<file path="src/hw/rtl/tket_pkg.sv">
// Package with the word types, status codes and control structs of the timer keyed entry table.
package tket_pkg;

  localparam int DEFAULT_TABLE_DEPTH = 64;

  localparam logic       OP_ADD    = 1'b0;
  localparam logic       OP_REMOVE = 1'b1;

  localparam logic [1:0] ST_OK        = 2'd0;
  localparam logic [1:0] ST_NOT_FOUND = 2'd1;
  localparam logic [1:0] ST_FULL      = 2'd2;

  typedef struct packed {
    logic        operation;
    logic [63:0] peer;
    logic [7:0]  level;
    logic [15:0] bucket;
    logic [31:0] fingerprint;
    logic [63:0] timer;
  } req_t;

  typedef struct packed {
    logic [1:0]  status;
    logic [63:0] out_peer;
    logic [7:0]  out_level;
    logic [15:0] out_bucket;
    logic [31:0] out_fingerprint;
    logic [63:0] out_timer;
  } res_t;

  typedef struct packed {
    logic [63:0] peer;
    logic [7:0]  level;
    logic [15:0] bucket;
    logic [31:0] fingerprint;
    logic [63:0] timer;
  } record_t;

  typedef enum logic [1:0] {
    RES_FULL,
    RES_NOT_FOUND,
    RES_ADDED,
    RES_REMOVED
  } res_kind_t;

  typedef struct packed {
    logic      latch;
    logic      add_write;
    logic      shift_write;
    logic      rd_en;
    logic      rd_next;
    logic      idx_clr;
    logic      idx_inc;
    logic      count_dec;
    logic      res_load;
    res_kind_t res_kind;
    logic      emit;
  } ctl_cmd_t;

  typedef struct packed {
    logic is_add;
    logic full;
    logic match;
    logic idx_in;
    logic next_in;
  } ctl_status_t;

endpackage

</file>
<file path="src/hw/rtl/tket_ctrl.sv">
// Controller state machine of the timer keyed entry table: add, scan and compaction sequencing.
module tket_ctrl import tket_pkg::*; (
  input  logic        clk,
  input  logic        rst,
  input  logic        start,
  input  ctl_status_t stat,
  output ctl_cmd_t    cmd,
  output logic        busy
);

  typedef enum logic [2:0] {
    S_IDLE,
    S_ADD,
    S_SCAN_ISSUE,
    S_SCAN_CHECK,
    S_SHIFT_ISSUE,
    S_SHIFT_WRITE
  } state_t;

  state_t state;
  state_t state_next;

  assign busy = (state != S_IDLE);

  always_comb begin
    cmd        = '0;
    cmd.res_kind = RES_FULL;
    state_next = state;
    unique case (state)
      S_IDLE: begin
        if (start) begin
          cmd.latch   = 1'b1;
          cmd.idx_clr = 1'b1;
          state_next  = S_ADD;
        end
      end
      S_ADD: begin
        // The operation bit is taken from the latched word here.
        if (!stat.is_add) begin
          state_next = S_SCAN_ISSUE;
        end else begin
          cmd.res_load = 1'b1;
          cmd.emit     = 1'b1;
          if (stat.full) begin
            cmd.res_kind = RES_FULL;
          end else begin
            cmd.res_kind  = RES_ADDED;
            cmd.add_write = 1'b1;
          end
          state_next = S_IDLE;
        end
      end
      S_SCAN_ISSUE: begin
        if (stat.idx_in) begin
          cmd.rd_en  = 1'b1;
          state_next = S_SCAN_CHECK;
        end else begin
          cmd.res_load = 1'b1;
          cmd.res_kind = RES_NOT_FOUND;
          cmd.emit     = 1'b1;
          state_next   = S_IDLE;
        end
      end
      S_SCAN_CHECK: begin
        if (stat.match) begin
          cmd.res_load = 1'b1;
          cmd.res_kind = RES_REMOVED;
          state_next   = S_SHIFT_ISSUE;
        end else begin
          cmd.idx_inc = 1'b1;
          state_next  = S_SCAN_ISSUE;
        end
      end
      S_SHIFT_ISSUE: begin
        if (stat.next_in) begin
          cmd.rd_en   = 1'b1;
          cmd.rd_next = 1'b1;
          state_next  = S_SHIFT_WRITE;
        end else begin
          cmd.count_dec = 1'b1;
          cmd.emit      = 1'b1;
          state_next    = S_IDLE;
        end
      end
      S_SHIFT_WRITE: begin
        cmd.shift_write = 1'b1;
        cmd.idx_inc     = 1'b1;
        state_next      = S_SHIFT_ISSUE;
      end
      default: begin
        state_next = S_IDLE;
      end
    endcase
  end

  always_ff @(posedge clk) begin
    if (rst) begin
      state <= S_IDLE;
    end else begin
      state <= state_next;
    end
  end

endmodule

</file>
<file path="config.mk">
export PLATFORM = sky130hd
export DESIGN_NAME = tket_ctrl
export DESIGN_NICKNAME = d
export VERILOG_FILES = /design/src/hw/rtl/tket_pkg.sv /design/src/hw/rtl/tket_ctrl.sv
export SDC_FILE = /design/constraint.sdc
export NUM_CORES = 1
export LEC_CHECK = 0
export ABC_AREA = 1
export BUFFER_PORTS_ARGS = -buffer_cell sky130_fd_sc_hd__buf_2
export CAP_MARGIN = 10
export CORE_AREA = 5 5 42 44
export CTS_CLUSTER_DIAMETER = 40
export DETAILED_ROUTE_END_ITERATION = 16
export DIE_AREA = 0 0 47 49
export HOLD_SLACK_MARGIN = 0.12
export MAX_ROUTING_LAYER = met4
export SLEW_MARGIN = 15
export SYNTH_ARGS = -nofsm -noshare
export SYNTH_HDL_FRONTEND = slang
export SYNTH_SLANG_ARGS = --single-unit
</file>
<file path="constraint.sdc">
create_clock -name clk -period 1.49 [get_ports clk]
set_clock_uncertainty 0.15 [all_clocks]
set_input_delay 0.149 -clock clk [delete_from_list [all_inputs] [get_ports clk]]
set_output_delay 0.149 -clock clk [all_outputs]
set_load 0.05 [all_outputs]
</file>
Word level (Yosys, flattened, before mapping)
Index checks and enable logic that the tools add are counted.

Bits in registers: 3. Input bits: 8. Output and inout port bits: 13.

Equality and inequality tests: 6. Mux-type cells: 26. Reduce and logical (&&, ||, !) cells: 2.

Operator list (count): $pmux 3 s6 (1); $mux 3 (4); $mux 1 (11); $pmux 3 s3 (1); $mux 2 (4); $mux 4 (2); $eq 3x2->1 const B (2); $eq 3x3->1 const B (2); $pmux 1 s2 (2); $eq 3x1->1 const B (1); $logic_not 3->1 (1); $pmux 1 s3 (1); $reduce_bool 3->1 (1); $ne 2x2->1 const B (1).

Depth between registers and ports, before layout
Gate-level depths: netlist of run 1.

Depth after elaboration: 3. Gate-level depth with buffers: 6. Mapped depth without buffers: 6.

Least setup slack after synthesis of run 1
OpenSTA, ideal clock, no wires.

Path type: flip-flop to output port. Start: reg state[0]. End: out cmd[11] (netlist bit). Arrival time: 1967 ps. Setup slack: -776 ps. Stages on the path, launching flop included: 5. Buffers on the path: 1. Cell sequence: dfxtp_1 -> nor2_2 -> nand2_1 -> nor2_1 -> buf_4.

RTL lines: start: declaration (RTL line tket_ctrl.sv:20) `state_t state;`; start signal: assignment (RTL line tket_ctrl.sv:100) `state <= state_next;`; end: declaration (RTL line tket_ctrl.sv:7) `output ctl_cmd_t cmd,`.

==> results.py, run 1 <==
metrics = {
    "timing": {
        "rsz0062_at_grt": "yes",
        "worstMarginPinSlew_ns": 0.249,
        "setup_tns_ns": -0.0221,
        "max-slew-margin-rel": 0.835,
        "timing.fmax_mhz": 665,
        "drv_slew": 0,
        "final-setup-viol-count": 2,
        "period_share": 1.01,
        "fin_crit_ns": 1.50,
        "holdWs_ns": 0.165,
        "finalHoldViolations": 0,
        "worst_slack_ns": -0.0140,
    },
    "power": {
        "finalPower_mw": 0.438,
        "p_leak_nw": 0.327,
        "ir_worst_vdd_v": 0.000315,
        "p_per_area_nw_per_um2": 830,
    },
    "worst_setup_path": {
        "rr_startpoint": "state[2]$_SDFFE_PP0P_",
        "slowest_stage": "dfxtp_2",
        "cp_cell_sequence": "inv_4 > nand4_1 > o211ai_1 > buf_4",
        "startpoint_type": "flop",
        "cp_slowest_stage_delay_ns": 0.35,
        "cp-startpoint": "state[2]$_SDFFE_PP0P_",
        "path_class": "flop to primary output",
        "crit_required_ns": 1.19,
        "cp_max_fo": 6,
        "cp-end-kind": "primary output",
        "arrival_ns": 1.20,
    },
    "floorplanning": {
        "initial_core_util": 0.190,
        "die_area_um2": 2300,
        "top_level_ports": 21,
        "die_y_um": 49,
        "rows": 14,
        "die_x_um": 47,
        "coreArea_um2": 1400,
    },
    "grt": {
        "grt_max_degree": 7,
        "antenna_found_initial": 0,
        "grt_util_met2": 0.122,
        "top_usage_layer": "met2",
        "grt_use_met3": 0.0332,
        "grt_pass1_wl_mm": 1.24,
        "use_met1": 0.0746,
        "grt.overflow.total": 0,
        "grt_pass1_vias": 335,
        "grt_usage": 0.0765,
    },
    "synthesis": {
        "ys_ff_latch": 3,
        "syn_inst": 49,
        "synth.area.mux_share": 0,
        "synth-xor-area-share": 0,
        "ys_seq_area_frac": 0.225,
        "synth_compound_area_frac": 0.0657,
        "synth-adder-area-share": 0,
        "syn_area_per_cell_um2": 5.44,
        "synthSimpleGateAreaFrac": 0.484,
        "ys_warn_count": 0,
        "synth.distinct_cells": 12,
        "synth_area_um2": 267,
        "synth_top_family_by_area": "simple AND/OR/NAND/NOR gates",
        "synth_fp_nets": 57,
    },
    "placement": {
        "placedCellCount": 84,
        "port_buffers": 20,
        "hpwl_um": 677,
        "dpl_cell_area_um2": 403,
        "gp_congestion": 0.740,
        "dp_slack_ns": 0.0883,
    },
    "detailed_routing": {
        "vias": 370,
        "dr.first_iter.drc_count": 2,
        "drt_wl_total_um": 797,
        "first_pass_iters": 2,
        "ant_nets": 0,
        "drt-vias-per-instance": 4.11,
        "drc": 0,
        "wire_per_inst_um": 8.86,
    },
    "layout": {
        "nets": 83,
        "postLayoutCoreUtil": 0.377,
        "seqCellArea_um2": 68.8,
        "multi_input_area_um2": 173,
        "antenna_cells": 0,
        "largest_reg_flops": 3,
        "reg.largest.list": "state (3)",
        "final_area_um2": 528,
        "layout.cells.non_filler": 90,
        "area_growth_pct": 98.1,
        "nFillCells": 162,
        "drive_above_1_share": 0.486,
        "top_register": "state",
    },
    "cts": {
        "clock_path_buffers": 2,
        "cts_made_buffers": 3,
        "cts_root_buffer": "clkbuf_4",
        "clk_pin_slew_ns": 0.04,
        "clk_latency_ns": 0.23,
        "clock-sinks": 3,
        "htree_levels": 1,
        "cts_tree": "done",
    },
    "status": {
        "status": "complete, but fails checks",
        "violations": "negative setup slack",
    },
    "job": {
        "maxCapViolCount": 0,
    },
    "min_path": {
        "worstHoldPathType": "primary input to flop",
        "hp-start": "stat[4]",
    },
}
[power breakdown]
group | leakage, nW | switching (mW) | internal (mW)
Clock | 0.0150 | 0.0406 | 0.100
Combinational | 0.285 | 0.130 | 0.0695
Sequential | 0.0264 | 0.0113 | 0.0867
[cell usage after synthesis]
master / count / area, um^2
inv_2: 1 / 3.75
nand2_1: 12 / 45.0
inv_1: 13 / 48.8
o211ai_1: 1 / 7.51
nand3_1: 7 / 35.0
nor2_1: 3 / 11.3
buf_4: 1 / 7.51
nor2_2: 2 / 12.5
nand4_1: 4 / 25.0
a21oi_1: 1 / 5.00
o21ai_0: 1 / 5.00
dfxtp_1: 3 / 60.1
[worst max-delay path: cells and delay by family, from the launching register on]
kind	cells	cell delay [ns]
flip-flops	1	0.35
buffers and inverters	2	0.30
AND/OR/NAND/NOR	1	0.19
AO/OA/AOI/OAI	1	0.14
[repair_timing]
item | 4_1_cts | 5_1_grt
endpoints found under the setup margin | 10 | 11
endpoints found under the hold margin | 3 | 0
hold buffers | 2 | 0
pin swaps | 3 | 3
gates resized for setup | 19 | 10
buffers inserted | 0 | 1
[layout by cell type (no fill, tap or decap)]
cell type      instances
a21oi_1                1
dlygate4sd3_1          2
nor2_4                 2
buf_4                  5
buf_6                  6
nand4_1                4
nand3_1                7
inv_1                 12
nor2_2                 2
dfxtp_2                1
inv_4                  2
nand2_1                9
o211ai_1               1
clkbuf_4               4
nand2_2                3
buf_2                  7
dfxtp_4                2
clkbuf_1               1
buf_8                  1
nor2_1                 1
o21ai_2                1
[routing by layer]
layer  vias up  share of wire
met5         -              0
met4         0              0
met3         0          0.098
met2        11           0.54
met1       156           0.36
li1        203              -
[cell type report]
cell class              instances  area share
clock buffers                   4      0.0498
inverters                      14       0.109
multi-input cells              31       0.327
flip-flops and latches          3       0.130
well taps                      16      0.0379
repair buffers                 22       0.346
[worst paths after layout]
| kind | cells past startpoint | to | slack, ns |
|---|---|---|---|
| max | 4 | cmd[0] | -0.01 |
| min | 6 | state[1]$_SDFFE_PP0P_ | 0.16 |
| max reg2reg | 6 | state[0]$_SDFFE_PP0P_ | 0.38 |
| min reg2reg | 4 | state[1]$_SDFFE_PP0P_ | 0.49 |
[logic make-up after synthesis]
kind of cell,Yosys count
and+or+nand+nor,28
AOI/OAI and AO/OA,3
DFF,3
buffers and inverters,15
Power figures use the tool's default switching activity.
==> run 2: changes to the inputs <==
--- a/config.mk
+++ b/config.mk
@@ -5,7 +5,6 @@
 export SDC_FILE = /design/constraint.sdc
 export NUM_CORES = 1
 export LEC_CHECK = 0
-export ABC_AREA = 1
 export BUFFER_PORTS_ARGS = -buffer_cell sky130_fd_sc_hd__buf_2
 export CAP_MARGIN = 10
 export CORE_AREA = 5 5 42 44
@@ -14,6 +13,7 @@
 export DIE_AREA = 0 0 47 49
 export HOLD_SLACK_MARGIN = 0.12
 export MAX_ROUTING_LAYER = met4
+export PLACE_DENSITY = 0.64
 export SLEW_MARGIN = 15
 export SYNTH_ARGS = -nofsm -noshare
 export SYNTH_HDL_FRONTEND = slang
==> run 2 against run 1 <==
The run still ends with negative setup slack left; combinational power is 17% higher; first-iteration DRC count unchanged; clock-buffer cell count stayed put; total power grew 5.4%; highest routed layer is now met4; register-to-register slack worse by 0.33 ns; final area up 50%; die area unchanged; wire length is 65% higher; fmax decreased by 4.6%; global-route usage increased by 5.2 points.
==> results.py, run 2 <==
metrics = {
    "cts": {
        "clk_pin_slew_ns": 0.04,
        "postCtsHoldBufs": 2,
        "clock_path_buffers": 2,
        "cts_made_buffers": 3,
        "cts_root_buffer": "clkbuf_4",
        "clock-sinks": 3,
        "clk_latency_ns": 0.23,
        "cts_tree": "done",
        "htree_levels": 1,
    },
    "power": {
        "switching_share": 0.384,
        "power.switching_mw": 0.177,
        "p_seq_frac": 0.193,
        "p_leak_nw": 0.330,
        "p_per_area_nw_per_um2": 581,
        "p_int_mw": 0.284,
        "ir_worst_vdd_v": 0.000358,
        "power_frac_comb": 0.502,
        "clock_power_share": 0.305,
    },
    "synthesis": {
        "async_flop_share": 0,
        "synth.area.top_cells": "dfxtp_1 (16%), o41ai_4 (7.3%), nor2_1 (6.0%), a21oi_2 (4.7%), a22oi_1 (4.0%)",
        "synth_enable_flop_cells": 0,
        "synth_area_um2": 375,
        "synth_fp_nets": 55,
        "syn_area_per_cell_um2": 7.99,
        "ys_seq_area_frac": 0.160,
        "ys_ff_latch": 3,
        "synth_top_cell_by_area": "dfxtp_1",
        "ys_warn_count": 0,
        "synth.distinct_cells": 29,
        "synth_top_area_share": 0.160,
        "syn_inst": 47,
        "ys.flop_type": "dfxtp_1",
        "synthTopCellsByCount": "nor2_1 (6), dfxtp_1 (3), inv_1 (3)",
        "synth.most_common_cell": "nor2_1",
    },
    "worst_setup_path": {
        "cp.buffers_inverters": 1,
        "rr_startpoint": "state[2]$_SDFFE_PP0P_",
        "cp_slowest_stage_delay_ns": 0.40,
        "cp_top_family": "flip-flops",
        "cp-end-kind": "primary output",
        "cp-startpoint": "state[1]$_SDFFE_PP0P_",
        "cp_max_fo": 7,
        "slowest_stage": "dfxtp_4",
        "cp_cell_sequence": "mux2_4 > a21oi_2 > nor2_2 > buf_6",
        "path_class": "flop to primary output",
        "arrival_ns": 1.28,
        "startpoint_type": "flop",
        "crit_required_ns": 1.19,
    },
    "placement": {
        "dpl_cell_area_um2": 551,
        "hpwl_um": 825,
        "port_buffers": 20,
        "gp_congestion": 0.768,
        "placedCellCount": 86,
    },
    "detailed_routing": {
        "first_pass_iters": 4,
        "ant_nets": 0,
        "dr.first_iter.drc_count": 2,
        "drt_wl_total_mm": 1.32,
        "drc": 0,
        "vias": 469,
        "wire_per_inst_um": 13.6,
        "drt-vias-per-instance": 4.84,
    },
    "timing": {
        "max-slew-margin-rel": 0.732,
        "rsz0062_at_grt": "yes",
        "final-setup-viol-count": 9,
        "worstMarginPinSlew_ns": 0.401,
        "timing.fmax_mhz": 634,
        "holdWs_ns": 0.0894,
        "period_share": 1.06,
        "fin_crit_ns": 1.58,
        "drv_slew": 0,
        "worst_slack_ns": -0.0870,
        "finalHoldViolations": 0,
    },
    "min_path": {
        "worstHoldPathType": "primary input to flop",
        "hp-start": "stat[2]",
    },
    "floorplanning": {
        "coreArea_um2": 1400,
        "die_area_um2": 2300,
        "die_x_um": 47,
        "die_y_um": 49,
        "initial_core_util": 0.268,
        "rows": 14,
        "top_level_ports": 21,
    },
    "layout": {
        "top_register": "state",
        "largest_reg_flops": 3,
        "area_growth_pct": 112,
        "drive_above_1_share": 0.778,
        "antenna_cells": 0,
        "reg.largest.list": "state (3)",
        "layout.cells.non_filler": 97,
        "final_area_um2": 795,
        "nets": 90,
        "final_common_cell": "buf_6",
        "final_cell_mix": "buf_6 (18), buf_4 (8), buf_2 (7)",
        "postLayoutCoreUtil": 0.567,
    },
    "job": {
        "maxCapViolCount": 0,
    },
    "grt": {
        "grt_usage": 0.128,
        "grt_max_degree": 9,
        "antenna_found_initial": 0,
        "grt.overflow.total": 0,
        "grt_pass1_vias": 499,
        "grt_pass1_wl_mm": 2.10,
    },
    "status": {
        "violations": "negative setup slack",
        "status": "complete, but fails checks",
    },
}
## run 2: changes by cell type in the layout (fill, tap and decap cells not counted), moves of 7 or more
cell / change
buf_6: +12
nand2_1: -7
inv_1: -9
nand3_1: -7
## run 2: worst register-to-register path, delay by kind of cell, from the launching register on
kind	cells	cell delay (ns)
compound gates	1	0.42
simple gates	1	0.09
flops	1	0.36
buf+inv	2	0.30
## run 2: metal layers
layer  vias to the layer above  GRT usage  wire length [um]
met5                         -          -                 0
met4                         0     0.0691                12
met3                         2     0.0258                62
met2                        20      0.195               691
met1                       215      0.154               549
li1                        232          -                 -
## run 2: final cells by class
cell class | count | area, um^2
Sequential cell | 3 | 71.3
Tap cell | 16 | 20.0
Multi-Input combinational cell | 36 | 348
Timing Repair Buffer | 35 | 318
Fill cell | 151 | 607
Inverter | 3 | 11.3
Clock buffer | 4 | 26.3
## run 2: path summary, 6_finish.rpt
path	depth (start not counted)	end	slack, ns
max reg2reg	4	state[0]$_SDFFE_PP0P_	0.05
min	3	state[2]$_SDFFE_PP0P_	0.09
max	4	cmd[3]	-0.09
min reg2reg	2	state[1]$_SDFFE_PP0P_	0.44
## run 2: repair_timing
item	in CTS	in global routing
pin swaps	3	9
gates resized for setup	35	11
setup endpoints to repair	13	14
gates cloned	0	0
endpoints found under the hold margin	3	1
setup buffers	5	2
## run 2: logic make-up (layout without fill, tap and decap cells)
family | count (synthesis) | count (layout) | synth area share
AO/OA/AOI/OAI | 12 | 12 | 0.270
flip-flops | 3 | 3 | 0.160
multiplexers | 2 | 2 | 0.0667
buffers and inverters | 8 | 42 | 0.127
AND/OR/NAND/NOR | 22 | 22 | 0.377
## run 2: power by group through the flow
stage	Clock, mW	Sequential (mW)	Combinational [mW]
after floorplan	0	0.0886	0.137
after global placement	0	0.0916	0.170
after detailed placement	0	0.0920	0.171
after CTS	0.147	0.0878	0.216
after global routing	0.156	0.0902	0.244
final	0.141	0.0890	0.232
## run 2: stage by stage
step	TNS, ns	setup slack, ns	power (mW)
after floorplan	-0.762	-0.264	0.225
after global placement	0	0.0103	0.262
after detailed placement	0	0.0102	0.263
after CTS	-0.711	-0.110	0.451
after global routing	-1.26	-0.163	0.490
final	-0.520	-0.0870	0.461
==> run 3: changes to the inputs <==
==> constraint.sdc (replaced) <==
create_clock -name clk -period 1.49 [get_ports clk]
set_clock_uncertainty 0.15 [all_clocks]
set_input_delay 0.0745 -clock clk [delete_from_list [all_inputs] [get_ports clk]]
set_output_delay 0.0745 -clock clk [all_outputs]
set_load 0.05 [all_outputs]
==> run 3 against run 2 <==
The flow still finishes with violations (negative setup slack); critical path depth is the same; final cell count grew 1.0%; first-iteration DRC count rose to 2.5 times the previous value; critical endpoint is now cmd[0]; largest cell class unchanged.
==> results.py, run 3 (synthesis results as in run 2) <==
metrics = {
    "power": {
        "switching_share": 0.379,
        "p_leak_nw": 0.325,
        "p_seq_frac": 0.198,
        "clock_power_share": 0.313,
        "finalPower_mw": 0.450,
        "p_per_area_nw_per_um2": 607,
        "ir_worst_vdd_v": 0.000313,
        "power_frac_comb": 0.489,
        "power.switching_mw": 0.171,
        "p_int_mw": 0.279,
    },
    "worst_setup_path": {
        "rr_startpoint": "state[1]$_SDFFE_PP0P_",
        "reg2reg_depth": 3,
        "r2r_slack_ns": 0.18,
        "startpoint_type": "flop",
        "reg2reg_to": "state[1]$_SDFFE_PP0P_",
        "cp-end-kind": "primary output",
        "crit_required_ns": 1.27,
        "arrival_ns": 1.30,
        "cp-startpoint": "state[2]$_SDFFE_PP0P_",
        "path_class": "flop to primary output",
        "cp_max_fo": 9,
    },
    "placement": {
        "hpwl_um": 832,
        "placedCellCount": 85,
        "gp_congestion": 0.758,
        "port_buffers": 20,
    },
    "job": {
        "maxCapViolCount": 0,
    },
    "detailed_routing": {
        "vias": 485,
        "wire_per_inst_um": 12.4,
        "first_pass_iters": 2,
        "drc": 0,
        "drt-vias-per-instance": 4.95,
        "dr.first_iter.drc_count": 5,
        "ant_nets": 0,
        "drt_wl_total_mm": 1.21,
    },
    "cts": {
        "htree_levels": 1,
        "cts_root_buffer": "clkbuf_4",
        "cts_made_buffers": 3,
        "cts_tree": "done",
        "clock_path_buffers": 2,
        "clk_pin_slew_ns": 0.03,
        "clk_latency_ns": 0.23,
        "clock-sinks": 3,
    },
    "timing": {
        "timing.fmax_mhz": 655,
        "final-setup-viol-count": 4,
        "max-slew-margin-rel": 0.754,
        "drv_slew": 0,
        "rsz0062_at_grt": "yes",
        "worst_slack_ns": -0.0359,
        "period_share": 1.02,
        "finalHoldViolations": 0,
        "fin_crit_ns": 1.53,
        "worstMarginPinSlew_ns": 0.367,
        "holdWs_ns": 0.143,
    },
    "grt": {
        "antenna_found_initial": 0,
        "use_met1": 0.148,
        "grt_pass1_vias": 539,
        "grt_usage": 0.129,
        "grt_util_met2": 0.210,
        "grt_max_degree": 12,
        "grt.overflow.total": 0,
        "grt_use_met3": 0.0111,
        "top_usage_layer": "met2",
        "grt_pass1_wl_mm": 2.19,
    },
    "layout": {
        "largest_reg_flops": 3,
        "antenna_cells": 0,
        "layout.cells.non_filler": 98,
        "top_register": "state",
        "final_cell_mix": "buf_4 (11), buf_6 (10), buf_2 (8)",
        "nets": 91,
        "postLayoutCoreUtil": 0.529,
        "final_common_cell": "buf_4",
        "drive_above_1_share": 0.720,
        "reg.largest.list": "state (3)",
        "area_growth_pct": 97.7,
    },
    "floorplanning": {
        "rows": 14,
        "die_y_um": 49,
        "initial_core_util": 0.268,
        "coreArea_um2": 1400,
        "die_x_um": 47,
        "die_area_um2": 2300,
        "top_level_ports": 21,
    },
    "min_path": {
        "worstHoldPathType": "primary input to flop",
        "holdPathEnd": "state[1]$_SDFFE_PP0P_",
        "whs_path_depth": 4,
        "hp-start": "stat[1]",
    },
    "status": {
        "violations": "negative setup slack",
        "status": "complete, but fails checks",
    },
}
## run 3: cell type report
class                           instances  area (um^2)
Fill cell                             152          659
Multi-Input combinational cell         36          315
Timing Repair Buffer                   36          300
Sequential cell                         3         68.8
Clock buffer                            4         26.3
Tap cell                               16         20.0
Inverter                                3         11.3
## run 3: per-layer routing
layer,vias to the layer above,part of all wire
li1,232,-
met1,229,0.40
met2,22,0.52
met3,2,0.063
met4,0,0.016
met5,-,0
## run 3: critical path: stages, from the launching register on
cell and delay [ns]:
dfxtp_4 0.36, nand2b_1 0.19, o22a_1 0.22, o21ai_2 0.12, buf_6 0.17
## run 3: timing repair
item                                    4_1_cts  5_1_grt
endpoints found under the hold margin         3        0
pin swaps                                     2        4
buffers inserted                              4        0
endpoints found under the setup margin       11       12
hold buffers                                  5        0
resized for setup                            18       15
## run 3: worst max path at each step
stage | to | slack, ns
CTS | cmd[0] | -0.05
global placement | cmd[0] | 0.07
global route | cmd[0] | -0.12
floorplan | cmd[11] | -0.19
finish | cmd[0] | -0.04
detailed placement | cmd[0] | 0.07
## run 3: metrics by stage
step | TNS, ns | area [um^2] | setup slack [ns]
final | -0.0712 | 742 | -0.0359
after floorplan | -0.347 | 420 | -0.190
after CTS | -0.137 | 701 | -0.0463
after global routing | -0.584 | 742 | -0.116
after global placement | 0 | 543 | 0.0739
after detailed placement | 0 | 543 | 0.0715
## run 3: power groups by stage
stage / sequential (mW) / combinational, mW / clock, mW
floorplan: 0.0886 / 0.137 / 0
global placement: 0.0918 / 0.168 / 0
detailed placement: 0.0921 / 0.170 / 0
CTS: 0.0892 / 0.214 / 0.146
global route: 0.0902 / 0.235 / 0.164
finish: 0.0892 / 0.220 / 0.141
